$ cat config.mk
export PLATFORM = sky130hd
export DESIGN_NAME = radio_packet_deframe_check
export DESIGN_NICKNAME = d
export VERILOG_FILES = /design/src/rtl/core/rpdc_pkg.sv /design/src/rtl/core/radio_packet_deframe_check.sv
export SDC_FILE = /design/constraint.sdc
export NUM_CORES = 1
export LEC_CHECK = 0
export ABC_AREA = 1
export BUFFER_PORTS_ARGS = -buffer_cell sky130_fd_sc_hd__buf_2
export CAP_MARGIN = 20
export CORE_ASPECT_RATIO = 1.75
export CORE_UTILIZATION = 49
export DETAILED_ROUTE_END_ITERATION = 8
export PLACE_DENSITY_LB_ADDON = 0.08
export SETUP_SLACK_MARGIN = 0.05
export SKIP_CTS_REPAIR_TIMING = 1
export SKIP_LAST_GASP = 1
export SYNTH_ARGS = -nofsm -noshare
export SYNTH_HDL_FRONTEND = slang
export SYNTH_SLANG_ARGS = --single-unit
$ cat constraint.sdc
create_clock -name clk -period 2.72 [get_ports clk]
set_input_delay 0.544 -clock clk [delete_from_list [all_inputs] [get_ports clk]]
set_output_delay 0.544 -clock clk [all_outputs]
set_load 0.02 [all_outputs]
$ cat src/rtl/core/rpdc_pkg.sv
// ----------------------------------------------------------------------------
// rpdc_pkg: shared types and constants for the radio packet deframe checker
// Holds field widths, register indexes, verdict codes and reset values.
// ----------------------------------------------------------------------------
`default_nettype none

package rpdc_pkg;

  localparam int unsigned ByteW  = 8;
  localparam int unsigned CountW = 6;
  localparam int unsigned TypeW  = 3;
  localparam int unsigned LenW   = 5;
  localparam int unsigned CfgIdxW = 2;

  localparam logic [CountW-1:0] CountMax = '1;

  localparam logic [ByteW-1:0]  HeaderReset   = 8'h21;
  localparam logic [ByteW-1:0]  TailReset     = 8'h52;
  localparam logic [CountW-1:0] MinCountReset = 6'd5;
  localparam logic [CountW-1:0] MaxCountReset = 6'd33;

  typedef enum logic [CfgIdxW-1:0] {
    CFG_HEADER    = 2'd0,
    CFG_TAIL      = 2'd1,
    CFG_MIN_COUNT = 2'd2,
    CFG_MAX_COUNT = 2'd3
  } cfg_idx_t;

  typedef enum logic [1:0] {
    VERDICT_ACCEPT    = 2'd0,
    VERDICT_FLUSHED   = 2'd1,
    VERDICT_BAD_FRAME = 2'd2,
    VERDICT_BAD_SUM   = 2'd3
  } verdict_t;

endpackage

`default_nettype wire

$ cat src/rtl/core/radio_packet_deframe_check.sv
// ----------------------------------------------------------------------------
// radio_packet_deframe_check: received payload deframer and checksum check
// Checks header, tail, byte count and inverted-sum checksum of one payload.
// ----------------------------------------------------------------------------
// The verdict appears in the output register in the cycle after the final byte
// is accepted. Bytes go in at one per cycle, but a final byte stalls while a
// verdict waits; counter, sum and previous byte update in one registered step.
// Reset (rst_n low, synchronous): configuration returns to header 0x21,
// tail 0x52, count range 5..33; packet state and output valid clear.
`default_nettype none

module radio_packet_deframe_check (
  input  wire logic                          clk,
  input  wire logic                          rst_n,
  // input byte channel
  input  wire logic                          in_valid,
  output logic                               in_stall,
  input  wire logic [rpdc_pkg::ByteW-1:0]    in_data_byte,
  input  wire logic                          in_last_byte,
  // verdict channel
  output logic                               out_valid,
  input  wire logic                          out_stall,
  output logic [1:0]                         out_verdict,
  output logic [rpdc_pkg::TypeW-1:0]         out_packet_type,
  output logic [rpdc_pkg::LenW-1:0]          out_payload_length,
  output logic [rpdc_pkg::CountW-1:0]        out_byte_count,
  // configuration write channel
  input  wire logic                          cfg_valid,
  output logic                               cfg_ready,
  input  wire logic [rpdc_pkg::CfgIdxW-1:0]  cfg_index,
  input  wire logic [rpdc_pkg::ByteW-1:0]    cfg_data
);

  // --------------------------------------------------------------------------
  // Configuration registers
  // --------------------------------------------------------------------------
  logic [rpdc_pkg::ByteW-1:0]  header_r;
  logic [rpdc_pkg::ByteW-1:0]  tail_r;
  logic [rpdc_pkg::CountW-1:0] min_count_r;
  logic [rpdc_pkg::CountW-1:0] max_count_r;

  assign cfg_ready = 1'b1;

  always_ff @(posedge clk) begin
    if (!rst_n) begin
      header_r    <= rpdc_pkg::HeaderReset;
      tail_r      <= rpdc_pkg::TailReset;
      min_count_r <= rpdc_pkg::MinCountReset;
      max_count_r <= rpdc_pkg::MaxCountReset;
    end else if (cfg_valid && cfg_ready) begin
      case (rpdc_pkg::cfg_idx_t'(cfg_index))
        rpdc_pkg::CFG_HEADER:    header_r    <= cfg_data;
        rpdc_pkg::CFG_TAIL:      tail_r      <= cfg_data;
        rpdc_pkg::CFG_MIN_COUNT: min_count_r <= cfg_data[rpdc_pkg::CountW-1:0];
        rpdc_pkg::CFG_MAX_COUNT: max_count_r <= cfg_data[rpdc_pkg::CountW-1:0];
        default: ;
      endcase
    end
  end

  // --------------------------------------------------------------------------
  // Handshake
  // --------------------------------------------------------------------------
  // Middle bytes produce no verdict, so keep taking them even while a
  // verdict waits downstream; hold only a final byte that would need the
  // occupied output register.
  logic out_valid_r;
  logic in_accept;
  logic out_take;

  assign out_take  = out_valid_r && !out_stall;
  assign in_stall  = out_valid_r && out_stall && in_last_byte;
  assign in_accept = in_valid && !in_stall;

  // --------------------------------------------------------------------------
  // Per-packet state
  // --------------------------------------------------------------------------
  logic [rpdc_pkg::CountW-1:0] byte_idx_r,  byte_idx_nxt;
  logic                        hdr_ok_r,    hdr_ok_nxt;
  logic [rpdc_pkg::ByteW-1:0]  sum_r,       sum_nxt;
  logic [rpdc_pkg::ByteW-1:0]  prev_byte_r;
  logic [rpdc_pkg::LenW-1:0]   len_r,       len_nxt;
  logic [rpdc_pkg::TypeW-1:0]  type_r,      type_nxt;

  logic [rpdc_pkg::CountW-1:0] count;
  logic [rpdc_pkg::CountW-1:0] sum_limit;
  logic [1:0]                  verdict;

  // Bytes past the header and type/length byte are summed up to position
  // length+1; positions that never arrive simply contribute nothing.
  assign count     = (byte_idx_r == rpdc_pkg::CountMax) ? rpdc_pkg::CountMax
                                                        : byte_idx_r + 1'b1;
  assign sum_limit = rpdc_pkg::CountW'(len_r) + 1'b1;

  always_comb begin
    hdr_ok_nxt = hdr_ok_r;
    len_nxt    = len_r;
    type_nxt   = type_r;
    sum_nxt    = sum_r;
    if (byte_idx_r == '0) begin
      hdr_ok_nxt = (in_data_byte == header_r);
    end else if (byte_idx_r == rpdc_pkg::CountW'(1)) begin
      len_nxt  = in_data_byte[rpdc_pkg::LenW-1:0];
      type_nxt = in_data_byte[rpdc_pkg::ByteW-1 -: rpdc_pkg::TypeW];
    end else if (byte_idx_r <= sum_limit) begin
      sum_nxt = sum_r + in_data_byte;
    end
    byte_idx_nxt = count;
  end

  // Count range first, then frame markers, then the checksum, which is the
  // inverted sum against the byte just before the tail.
  always_comb begin
    if (count < min_count_r || count > max_count_r) begin
      verdict = rpdc_pkg::VERDICT_FLUSHED;
    end else if (!hdr_ok_nxt || in_data_byte != tail_r) begin
      verdict = rpdc_pkg::VERDICT_BAD_FRAME;
    end else if (~sum_nxt != prev_byte_r) begin
      verdict = rpdc_pkg::VERDICT_BAD_SUM;
    end else begin
      verdict = rpdc_pkg::VERDICT_ACCEPT;
    end
  end

  // Advance on every accepted byte; drop back to a clean packet after the
  // final byte.
  always_ff @(posedge clk) begin
    if (!rst_n) begin
      byte_idx_r  <= '0;
      hdr_ok_r    <= 1'b0;
      sum_r       <= '0;
      prev_byte_r <= '0;
      len_r       <= '0;
      type_r      <= '0;
    end else if (in_accept) begin
      if (in_last_byte) begin
        byte_idx_r  <= '0;
        hdr_ok_r    <= 1'b0;
        sum_r       <= '0;
        prev_byte_r <= '0;
        len_r       <= '0;
        type_r      <= '0;
      end else begin
        byte_idx_r  <= byte_idx_nxt;
        hdr_ok_r    <= hdr_ok_nxt;
        sum_r       <= sum_nxt;
        prev_byte_r <= in_data_byte;
        len_r       <= len_nxt;
        type_r      <= type_nxt;
      end
    end
  end

  // --------------------------------------------------------------------------
  // Output register
  // --------------------------------------------------------------------------
  logic out_load;
  assign out_load = in_accept && in_last_byte;

  always_ff @(posedge clk) begin
    if (!rst_n) begin
      out_valid_r <= 1'b0;
    end else if (out_load) begin
      out_valid_r <= 1'b1;
    end else if (out_take) begin
      out_valid_r <= 1'b0;
    end
  end

  logic [1:0]                  verdict_r;
  logic [rpdc_pkg::TypeW-1:0]  out_type_r;
  logic [rpdc_pkg::LenW-1:0]   out_len_r;
  logic [rpdc_pkg::CountW-1:0] out_count_r;

  always_ff @(posedge clk) begin
    if (out_load) begin
      verdict_r   <= verdict;
      out_type_r  <= type_nxt;
      out_len_r   <= len_nxt;
      out_count_r <= count;
    end
  end

  assign out_valid          = out_valid_r;
  assign out_verdict        = verdict_r;
  assign out_packet_type    = out_type_r;
  assign out_payload_length = out_len_r;
  assign out_byte_count     = out_count_r;

  // --------------------------------------------------------------------------
  // Assertions
  // --------------------------------------------------------------------------
  // A final byte always returns the packet state to its start.
  a_clear_after_last: assert property (@(posedge clk) disable iff (!rst_n)
    (in_accept && in_last_byte) |=> (byte_idx_r == '0 && sum_r == '0 && !hdr_ok_r))
    else $error("packet state not cleared after final byte");

  // A verdict only shows up because a final byte was taken.
  a_valid_source: assert property (@(posedge clk) disable iff (!rst_n)
    $rose(out_valid_r) |-> $past(in_accept && in_last_byte))
    else $error("verdict raised without a final byte");

  // An accepted packet must have a count inside the configured range.
  a_accept_in_range: assert property (@(posedge clk) disable iff (!rst_n)
    (out_valid_r && verdict_r == rpdc_pkg::VERDICT_ACCEPT) |->
      (out_count_r >= min_count_r && out_count_r <= max_count_r))
    else $error("accepted verdict with count out of range");

  // A waiting verdict is never overwritten by another final byte.
  a_no_overwrite: assert property (@(posedge clk) disable iff (!rst_n)
    (out_valid_r && out_stall) |-> !out_load)
    else $error("verdict overwritten while stalled");

endmodule

`default_nettype wire
### Word level (Yosys, flattened, before mapping)

Index checks and enable logic that the tools add are counted.

* add/subtract/negate cells: 3
* $lt $le $gt $ge: 3
* reductions and logical operators: 17
* equal/unequal tests: 8
* bitwise gates (word level): 1
* muxes and demuxes: 19

Operator list (count)
* $mux W8: 5
* $ne A8 B8 Y1: 2
* $mux W5: 3
* $mux W6: 2
* $mux W3: 3
* $add A8 B8 Y8: 1
* $eq A8 B8 Y1: 1
* $not A8 Y8: 1
* $reduce_and A2 Y1: 4
* $add A5 B1 Y6 const B: 1
* $add A6 B1 Y6 const B: 1
* $eq A6 B1 Y1 const B: 1
* $eq A6 B6 Y1 const B: 1
* $gt A6 B6 Y1: 1
* $le A6 B6 Y1: 1
* $logic_not A6 Y1: 1
* $lt A6 B6 Y1: 1
* $logic_and A1 B1 Y1: 5
* $eq A2 B2 Y1 const B: 2
* $mux W1: 4
* $mux W2: 2
* $logic_not A1 Y1: 3
* $eq A2 B1 Y1 const B: 1
* $logic_not A2 Y1: 1
* other kinds (2): 3

* bits of input ports: 24
* output and inout port bits: 19
* register bits after elaboration: 76
* word-level logic and storage cells: 66

### Logic depth before layout (Yosys ltp)

Gate-level depths: netlist (run 1).

* depth in word-level cells: 9
* depth in mapped cells: 20
* mapped depth without buffers: 19

### Least setup slack after synthesis (run 1)

Ideal clock, no wire load.

* kind: register -> register
* start point: register len_r[0] (netlist name)
* end point: register verdict_r[1], in the netlist out_verdict[1], data pin
* arrival time: 2.128 ns
* slack: 0.343 ns
* path buffers: 1
* cell stages (with the launch flop): 19
* cells stage by stage: dfxtp_1 > ha_1 > nand3_1 > xor2_1 > ha_1 > nand2_1 > nor2_2 > nand3_2 > nand2_4 > nand2_4 > buf_12 > nand2_2 > nand2_1 > nand2_1 > nand2_1 > nor2_1 > nand4_1 > nand2_1 > inv_1

* longest elaborated chain between the ends: 9

RTL lines
* start: declaration: RTL line radio_packet_deframe_check.sv:82 `logic [rpdc_pkg::LenW-1:0] len_r, len_nxt;`
* start signal: assignment: RTL line radio_packet_deframe_check.sv:148 `len_r <= len_nxt;`
* $add A5 B1 Y6: RTL line radio_packet_deframe_check.sv:93 `assign sum_limit = rpdc_pkg::CountW'(len_r) + 1'b1;`
* $le A6 B6 Y1: RTL line radio_packet_deframe_check.sv:105 `end else if (byte_idx_r <= sum_limit) begin`
* $mux W8: RTL line radio_packet_deframe_check.sv:105
* $mux W8: RTL line radio_packet_deframe_check.sv:102 `end else if (byte_idx_r == rpdc_pkg::CountW'(1)) begin`
* $mux W8: RTL line radio_packet_deframe_check.sv:100 `if (byte_idx_r == '0) begin`
* $not A8 Y8: RTL line radio_packet_deframe_check.sv:118 `end else if (~sum_nxt != prev_byte_r) begin`
* $ne A8 B8 Y1: RTL line radio_packet_deframe_check.sv:118
* $mux W2: RTL line radio_packet_deframe_check.sv:118
* $mux W2: RTL line radio_packet_deframe_check.sv:116 `end else if (!hdr_ok_nxt || in_data_byte != tail_r) begin`
* end signal: assignment: RTL line radio_packet_deframe_check.sv:177 `verdict_r <= verdict;`
* end: declaration: RTL line radio_packet_deframe_check.sv:170 `logic [1:0] verdict_r;`

No other way between the ends.
A chain may end at the register's enable or synchronous reset.

### Worst setup path after layout (run 1)

* start point: register len_r[1] (netlist name)
* end point: register verdict_r[1], in the netlist out_verdict[1], data pin

Same word-level chain as after synthesis.

==> flow_summary_export.csv, run 1 <==
group,metric,value,unit
setup_path,crit_path_end_kind,"flop",
clocking,clk_latency,0.33,ns
pwr,power.density,516.4,nW/um2
detailed_routing,vias,3859,
logic_synthesis,netlist_area,4309,um2
detailed_routing,firstDrtPassIters,4,
clocking,clock_sinks,76,
timing,min_period_over_period,0.9251,
logic_synthesis,synthMostInstantiatedCell,"nand2_1",
placed_design,dpl.hpwl,8073,um
final_layout,nets,695,
clocking,cts_root_buf,"clkbuf_16",
clocking,clockBufferDepth,2,
floorplanning,dieHeight,126.1,um
floorplanning,start_util,0.5116,
global_routing,grt_pass1_vias,3693,
timing,slew_viol_final,0,
timing,setup_ws,0.2038,ns
placed_design,io_buffers,41,
final_layout,fillCellCount,784,
setup_path,timing.rr.end,"out_verdict[1]",
global_routing,grt-ovfl-total,0,
detailed_routing,post-route-drc-count,0,
timing,slew_headroom,0.5249,
final_layout,post_route_cells_drive_above_1_share,0.1870,
logic_synthesis,syn_avg_cell_area,7.391,um2
timing,tns,0,ns
floorplanning,die-area,9188,um2
setup_path,reg2reg_slack,0.20,ns
setup_path,critPathArrivalTime,2.61,ns
detailed_routing,ant_nets,0,
timing,whs,0.4372,ns
setup_path,worst_setup_path_start_kind,"flop",
logic_synthesis,netlist.area_leader.share,0.2787,
logic_synthesis,synth_cell_types,32,
floorplanning,core-area,8423,um2
detailed_routing,routed_wl,10600,um
logic_synthesis,syn-num-nets,636,
placed_design,place_ws,0.05368,ns
final_layout,instances_no_fill,762,
setup_path,reg2reg_depth,19,
clocking,tritoncts,"yes",
detailed_routing,vias_per_cell,5.064,
final_layout,syn_to_final_growth,19.77,%
placed_design,dpl.cell_count,743,
clocking,clk_pin_slew,0.06,ns
timing,rsz0062_at_grt,"no",
logic_synthesis,synth_top_cell_by_area,"dfxtp_1",
detailed_routing,routedWlPerCell,13.91,um
global_routing,track_usage,0.2449,
setup_path,critPathLaunch,"len_r[1]",
setup_path,r2r_start,"len_r[1]",
global_routing,grt_pass1_wl,16990,um
timing,worstMarginPinSlew,0.7118,ns
logic_synthesis,syn_inst,583,
floorplanning,ios,43,
logic_synthesis,ys_seq_area_frac,0.3902,
floorplanning,core.rowCount,44,
setup_path,crit_fanout,6,
pwr,ir_worst_vdd,0.4896,mV
logic_synthesis,async_flop_share,0,
floorplanning,die_width,72.89,um
global_routing,grt_max_degree,32,
setup_path,crit_type,"reg2reg",
hold_path,min_to,"tail_r[6]",
timing,finalHoldViolations,0,
global_routing,antenna_found_initial,0,
hold_path,hold_path_depth,3,
logic_synthesis,synth_commonest_cells,"167 x nand2_1, 68 x inv_1, 60 x dfxtp_1",
clocking,cts_buffers,9,
final_layout,n_antenna_cell,0,
pwr,p_leak,0.002301,uW
timing,fmax,397.4,MHz
hold_path,worstHoldPathType,"in2reg",
logic_synthesis,synth_edf_count,16,
detailed_routing,drt_iter0_markers,212,
placed_design,gp_congestion,0.8395,
logic_synthesis,synth_top_flop_cell,"dfxtp_1",
clocking,h-tree-depth,3,
run,maxCapViolCount,0,
timing,clock-skew-final,0.003741,ns
status,status,"finished, final reports clean",
timing,layout_min_cycle_time,2.516,ns
logic_synthesis,synth-warning-count,0,
hold_path,hold_start,"cfg_data[6]",
timing,setup_viol,0,
logic_synthesis,synth_area_leaders,"dfxtp_1 28%, nand2_1 15%, edfxtp_1 11%, ha_1 8.1%, a21oi_1 6.2%",
logic_synthesis,ys_ff_latch,76,
setup_path,crit_required,2.82,ns
==> state kept, by name, indices dropped and copies added, names as in the netlist, 2 cells and up <==
signal and flops:
out_verdict 2, header_r 8, min_count_r 6, type_r 3, max_count_r 6, out_packet_type 3, len_r 5, out_byte_count 6
prev_byte_r 8, tail_r 8, byte_idx_r 6, sum_r 8, out_payload_length 5
==> cell families after synthesis <==
kind of cell	share of synthesized area
and+or+nand+nor	0.2840
AOI/OAI and AO/OA	0.1010
buffers and inverters	0.07869
DFF	0.3902
adders and majority gates	0.08595
xor gates and xnor gates	0.04268
muxes	0.01655
other	0.0008702
==> critical path, cell delays in order, from the launching register on <==
cell,delay [ns]
dfxtp_4,0.37
ha_4,0.15
nand3_2,0.07
xor2_1,0.14
ha_1,0.29
nand2_2,0.07
nor2_4,0.13
nand2_2,0.08
nand3_4,0.15
nand2_8,0.09
nand2_8,0.11
nand2_4,0.06
nand2_4,0.06
nand2_2,0.04
nand2_1,0.05
nand2_1,0.06
nor2_2,0.12
nand4_1,0.09
nand2_1,0.09
inv_1,0.03
==> worst max path at each step <==
stage	endpoint
2_1_floorplan	out_verdict[1]
3_3_place_gp	out_verdict[1]
3_5_place_dp	out_verdict[1]
4_1_cts	out_verdict[1]
5_1_grt	out_verdict[1]
6_report	out_verdict[1]
==> metrics by stage <==
stage / cell area, um2 / utilization / total power, uW
detailed placement: 4730 / 0.5615 / 1571
floorplan: 4309 / - / 1458
CTS: 5004 / 0.5940 / 2670
global route: 5161 / 0.6127 / 2772
finish: 5161 / 0.6127 / 2665
global placement: 4730 / 0.5615 / 1562
==> report_power, final <==
part,internal [uW],switching (uW)
logic,129,228
registers,1190,21.4
clock network,665,433
==> cells in the final DEF (no fill, tap or decap), types with 2 or more instances in the layout <==
cell type	n
xnor2_1	18
edfxtp_1	16
clkinv_2	2
nor2_2	5
nand2_8	2
o21ai_0	26
nand3_1	35
nor3_1	4
nor2_1	38
nand3_4	2
mux2_4	4
nand2_2	12
o21a_1	3
nand2_1	161
buf_2	41
xor2_1	3
clkbuf_1	3
buf_4	20
clkbuf_8	2
nand2_4	5
inv_1	68
dfxtp_1	56
ha_1	27
clkbuf_16	9
nand3b_1	2
nand4_1	9
nand3_2	6
dfxtp_4	3
a21oi_1	51
==> area by class of cell <==
| class | instances | area (um2) | share of cell area |
|---|---|---|---|
| sequential | 76 | 1694 | 0.3282 |
| tap | 115 | 143.9 | 0.02788 |
| clock inverter | 2 | 10.01 | 0.001939 |
| timing repair buffer | 61 | 355.3 | 0.06885 |
| multi-input combinational | 425 | 2432 | 0.4713 |
| inverter | 69 | 261.5 | 0.05067 |
| clock buffer | 14 | 264.0 | 0.05115 |
==> per-layer routing <==
metal | part of all wire | vias up | track usage | wire [um]
met2 | 0.52 | 79 | 0.4453 | 5540
li1 | - | 2011 | - | -
met4 | 0.039 | 0 | 0.1280 | 418
met3 | 0.035 | 25 | 0.04800 | 369
met5 | 0 | - | 0 | 0
met1 | 0.40 | 1744 | 0.2574 | 4269
No activity file was read; power rests on OpenSTA's default activity.
==> run 2, diff against run 1 <==
--- a/config.mk
+++ b/config.mk
@@ -11,6 +11,7 @@
 export CORE_ASPECT_RATIO = 1.75
 export CORE_UTILIZATION = 49
 export DETAILED_ROUTE_END_ITERATION = 8
+export MAX_ROUTING_LAYER = met4
 export PLACE_DENSITY_LB_ADDON = 0.08
 export SETUP_SLACK_MARGIN = 0.05
 export SKIP_CTS_REPAIR_TIMING = 1
==> flow_summary_export.csv, run 2 (synthesis gave the netlist of run 1 again) <==
group,metric,value,unit
setup_path,worst_setup_path_start_kind,"flop",
timing,min_period_over_period,0.9236,
pwr,total_power,2661,uW
pwr,p_leak,0.002301,uW
timing,fmax,398.1,MHz
final_layout,final_cell_mix,"161 x nand2_1, 68 x inv_1, 56 x dfxtp_1",
global_routing,grt-ovfl-total,0,
setup_path,crit_fanout,6,
pwr,power.density,515.6,nW/um2
detailed_routing,firstDrtPassIters,4,
placed_design,gp_congestion,0.8524,
timing,clock-skew-final,0.005091,ns
placed_design,dpl.hpwl,8073,um
final_layout,syn_to_final_growth,19.77,%
global_routing,grt_max_degree,32,
timing,tns,0,ns
floorplanning,dieHeight,126.1,um
detailed_routing,ant_nets,0,
timing,rsz0062_at_grt,"no",
timing,whs,0.4374,ns
setup_path,slowest_stage,"dfxtp_4",
final_layout,fin_util,0.6127,
setup_path,crit_path_end_kind,"flop",
run,maxCapViolCount,0,
clocking,clk_pin_slew,0.06,ns
pwr,ir_worst_vdd,0.4861,mV
global_routing,grt_pass1_wl,16990,um
placed_design,io_buffers,41,
status,status,"finished, final reports clean",
setup_path,critPathArrivalTime,2.61,ns
clocking,clk_latency,0.33,ns
setup_path,slowest_delay,0.37,ns
floorplanning,start_util,0.5116,
timing,setup_ws,0.2079,ns
floorplanning,core-area,8423,um2
detailed_routing,vias_per_cell,5.070,
clocking,clockBufferDepth,2,
final_layout,nets,695,
timing,worstMarginPinSlew,0.7047,ns
detailed_routing,routed_wl,10600,um
floorplanning,die-area,9188,um2
hold_path,worstHoldPathType,"in2reg",
pwr,power.share.switching,0.2548,
final_layout,n_antenna_cell,0,
pwr,seqPwrFrac,0.455,
clocking,clock_sinks,76,
timing,slew_viol_final,0,
global_routing,grt_pass1_vias,3699,
detailed_routing,post-route-drc-count,0,
detailed_routing,routedWlPerCell,13.91,um
clocking,cts_root_buf,"clkbuf_16",
timing,layout_min_cycle_time,2.512,ns
floorplanning,ios,43,
pwr,p_sw,678.0,uW
setup_path,cp_cell_sequence,"ha_4, nand3_2, xor2_1, ha_1, nand2_2, nor2_4, nand2_2, nand3_4, nand2_8, nand2_8, nand2_4, nand2_4, nand2_2, nand2_1, nand2_1, nor2_2, nand4_1, nand2_1, inv_1",
setup_path,crit_required,2.82,ns
clocking,cts_buffers,9,
timing,finalHoldViolations,0,
setup_path,crit_type,"reg2reg",
pwr,p_clk_frac,0.411,
timing,slew_headroom,0.5297,
global_routing,antenna_found_initial,0,
detailed_routing,vias,3863,
placed_design,place_ws,0.05368,ns
clocking,tritoncts,"yes",
floorplanning,die_width,72.89,um
pwr,combPwrFrac,0.134,
final_layout,final_common_cell,"nand2_1",
clocking,h-tree-depth,3,
floorplanning,core.rowCount,44,
detailed_routing,drt_iter0_markers,230,
final_layout,post_route_cells_drive_above_1_share,0.1870,
timing,setup_viol,0,
global_routing,track_usage,0.2519,
pwr,intPower,1983,uW
## run 2: cell counts in the layout (fill, tap and decap cells not counted)
No cell type changed its count.
## run 2: power groups by stage
stage | clock network [uW] | logic, uW | registers, uW
global route | 1160 | 396 | 1210
finish | 1090 | 357 | 1210
global placement | 0 | 327 | 1240
floorplan | 0 | 213 | 1250
CTS | 1120 | 336 | 1210
detailed placement | 0 | 334 | 1240
## run 2: path summary, 6_finish.rpt
path / from / cells after the start / to / slack (ns)
max: len_r[1] / 19 / out_verdict[1] / 0.21
min: cfg_data[6] / 3 / tail_r[6] / 0.44
max reg2reg: len_r[1] / 19 / out_verdict[1] / 0.21
min reg2reg: type_r[0] / 2 / type_r[0] / 0.47
## run 2: layer usage
metal	global-route usage	routed length, um
met1	0.2574	4160
met2	0.4453	5592
met3	0.05040	478
met4	0.1246	366
met5	-	0
## run 2: per-stage QoR
stage	cells	instance area [um2]
5_1_grt	762	5161
3_5_place_dp	743	4730
6_report	762	5161
2_1_floorplan	583	4309
3_3_place_gp	743	4730
4_1_cts	759	5004
## run 2: final cells by class
| type | instances | area [um2] |
|---|---|---|
| clock buffer | 14 | 264.0 |
| clock inverter | 2 | 10.01 |
| fill | 784 | 3262 |
| inverter | 69 | 261.5 |
| multi-input combinational | 425 | 2432 |
| sequential | 76 | 1694 |
| tap | 115 | 143.9 |
| timing repair buffer | 61 | 355.3 |
## run 2: critical path: cells and delay by family (launching register included)
kind          cells  cell delay [ns]
xor+xnor          1             0.14
simple gates     15             1.26
fa+ha+maj         2             0.44
buf+inv           1             0.03
flops             1             0.37
